## src/rtl/core/dvf_match.sv

```systemverilog
// Tag compare across all ways of one set and the replacement row.
// Depends on nothing but its parameters; instantiated by the top level.
module dvf_match #(
  parameter int unsigned TAG_BITS = 18,
  parameter int unsigned WAYS     = 4,
  parameter int unsigned PTR_W    = 2
) (
  input  logic [WAYS*TAG_BITS-1:0] row,
  input  logic [TAG_BITS-1:0]      tag,
  input  logic [PTR_W-1:0]         ptr,
  output logic                     hit,
  output logic [WAYS*TAG_BITS-1:0] row_next
);

  always_comb begin
    hit      = 1'b0;
    row_next = row;
    for (int w = 0; w < WAYS; w++) begin
      if (row[w*TAG_BITS +: TAG_BITS] == tag) begin
        hit = 1'b1;
      end
      // replace the way named by the round-robin pointer
      if (ptr == PTR_W'(w)) begin
        row_next[w*TAG_BITS +: TAG_BITS] = tag;
      end
    end
  end

endmodule

```

## config.mk

```make
export PLATFORM = sky130hd
export DESIGN_NAME = dvf_match
export DESIGN_NICKNAME = d
export VERILOG_FILES = /design/src/rtl/core/dvf_match.sv
export SDC_FILE = /design/constraint.sdc
export NUM_CORES = 1
export LEC_CHECK = 0
export BUFFER_PORTS_ARGS = -buffer_cell sky130_fd_sc_hd__clkbuf_2
export CORE_MARGIN = 1
export CORE_UTILIZATION = 37
export DETAILED_ROUTE_END_ITERATION = 8
export GPL_TIMING_DRIVEN = 0
export PLACE_DENSITY = 0.88
export SLEW_MARGIN = 20
export SYNTH_ARGS = -nofsm -noshare
export SYNTH_HDL_FRONTEND = slang
export SYNTH_SLANG_ARGS = --single-unit
```

## constraint.sdc

```tcl
create_clock -name vclk -period 1.4
set_input_delay 0.07 -clock vclk [all_inputs]
set_output_delay 0.07 -clock vclk [all_outputs]
set_load 0.03 [all_outputs]
```

==> results.tsv <==
stage	metric	value	unit
timing	worst_pin_slew	0.288	ns
layout	seq_area	0	µm²
yosys	synth.top_cells.by_count	56 x xnor2_1, 54 x nand2_1, 44 x mux2_2	
drt	wl	6930	µm
drt	drt-wirelength-per-cell	15.4	µm
yosys	ys_seq_area_frac	0	
floorplanning	die-area	5250	µm²
floorplanning	coreArea	4750	µm²
worst_setup_path	cp_common_cell	nand4_1	
timing	maxSlewHeadroom	0.806	
drt	drc	0	
floorplanning	ioPinCount	165	
yosys	synth_cell_types	16	
flow_run	cap_violations	0	
run_status	status	completed	
placement	gp_congestion	0.855	
placement	dpl.hpwl	5930	µm
global_routing	grt_max_degree	11	
timing	slew_violations	0	
timing	post-route-period-util	0.932	
pwr	leakagePower	1.38	nW
yosys	yosysTopAreaCellShare	0.270	
global_routing	grt-ovfl-total	0	
worst_setup_path	endpoint_kind	primary output	
worst_setup_path	critPathTopFamily	simple AND/OR/NAND/NOR gates	
worst_setup_path	critical_path.max_stage_delay	0.25	ns
pwr	p_total	1.26	mW
pwr	vdd_drop_max	0.211	mV
worst_setup_path	slowest_stage	nor3_2	
layout	drive_above_1_share	0.615	
floorplanning	row_count	25	
yosys	yosysWarnings	0	
timing	final_period_minus_worst_setup_slack	1.30	ns
worst_setup_path	crit_type	in -> out	
yosys	avgSynthCellArea	7.78	µm²
global_routing	grt_usage	0.246	
yosys	syn_nets	328	
floorplanning	initial_core_util	0.386	
global_routing	grt_pass1_wl	9980	µm
worst_setup_path	critPathRequiredTime	1.33	ns
yosys	synthCells	236	
layout	n_antenna_cell	0	
timing	hold_ws	0.504	ns
layout	clock_buffers	0	
timing	finalHoldViolations	0	
worst_setup_path	cp.arrival	1.23	ns
timing	fin_setup_tns	0	ns
drt	drt_iter0_markers	48	
clock_tree	hold_buffers	0	
yosys	synth.area.top_cells	mux2_2 27%, xnor2_1 27%, nand2_1 11%	
yosys	synth_area_leader_cell	mux2_2	
drt	via_count	2236	
drt	drtAntennaViolNets	0	
pwr	powerDensity	466	nW/µm²
yosys	synth.most_common_cell	xnor2_1	
layout	layout.cells.non_filler	451	
layout	layout.nets	478	
worst_setup_path	critPathMaxFanout	8	
worst_setup_path	cp_cell_sequence	buf_2 > xnor2_1 > nand4_1 > nor3_2 > nand4_1 > nand4_1 > buf_4	
placement	io_buffers	147	
worst_setup_path	critPathLaunchType	input pin	
placement	place_ws	-0.0335	ns
floorplanning	die_x	72.4	µm
layout	flops_and_latches	0	
hold_path	hold_class	in -> out	
global_routing	grt_pass1_vias	2070	
timing	rsz0062_at_grt	true	
placement	dp_cells	450	
yosys	syn_area	1840	µm²
global_routing	grt_antenna_before_repair	0	
floorplanning	chipHeight	72.4	µm
timing	setup_viol	0	
drt	dr.pass1.iters	4	
layout	areaGrowthSynthToFinish	47.0	%
timing	fmax	766	MHz
worst_setup_path	path_buf_inv	2	
drt	viasPerCell	4.96	
timing	fin_ws	0.0953	ns
[final timing paths]
path,cells after the start,slack [ns],to,start
worst min-delay path,4,0.50,row_next[25],row[25]
worst max-delay path,7,0.1,hit,tag[11]
[per-stage QoR]
| step | cell area (µm²) | utilization |
|---|---|---|
| 6_report | 2700 | 0.568 |
| 5_1_grt | 2700 | 0.568 |
| 4_1_cts | 2660 | 0.559 |
| 3_5_place_dp | 2660 | 0.558 |
| 3_3_place_gp | 2660 | 0.558 |
| 2_1_floorplan | 1840 | - |
[cell families after synthesis]
kind of cell	after synthesis	synth area share
AND/OR/NAND/NOR	84	0.214
XOR/XNOR	72	0.344
multiplexers	54	0.352
buffers and inverters	26	0.0907
[cells in the final DEF (no fill, tap or decap), drive strengths merged, types with 2 or more instances in the layout]
cell type / instances
clkbuf: 147
xnor2: 56
nand2: 55
mux2: 54
buf: 27
nand4: 17
xor2: 16
nor4: 4
nor3: 4
nand2b: 2
[routing by layer]
metal,vias up,routed length (µm),track usage,part of all wire
met2,114,3540,0.492,0.51
li1,1088,-,-,-
met4,0,123,0.0523,0.018
met3,10,431,0.0306,0.062
met1,1024,2830,0.271,0.41
met5,-,0,0,0
[final cells by class]
cell class,count,area [µm²]
Fill cell,466,2060
Tap cell,67,83.8
Multi-Input combinational cell,210,1700
Buffer,26,169
Timing Repair Buffer,148,746
[timing repair]
action,4_1_cts,5_1_grt
pin swaps,0,4
buffers inserted,0,1
resized for setup,1,8
setup endpoints to repair,1,9
[power by group]
part / internal [mW] / switching [mW]
combinational: 0.499 / 0.760
sequential: 0 / 0
clock: 0 / 0
No activity file was read; power rests on OpenSTA's default activity.
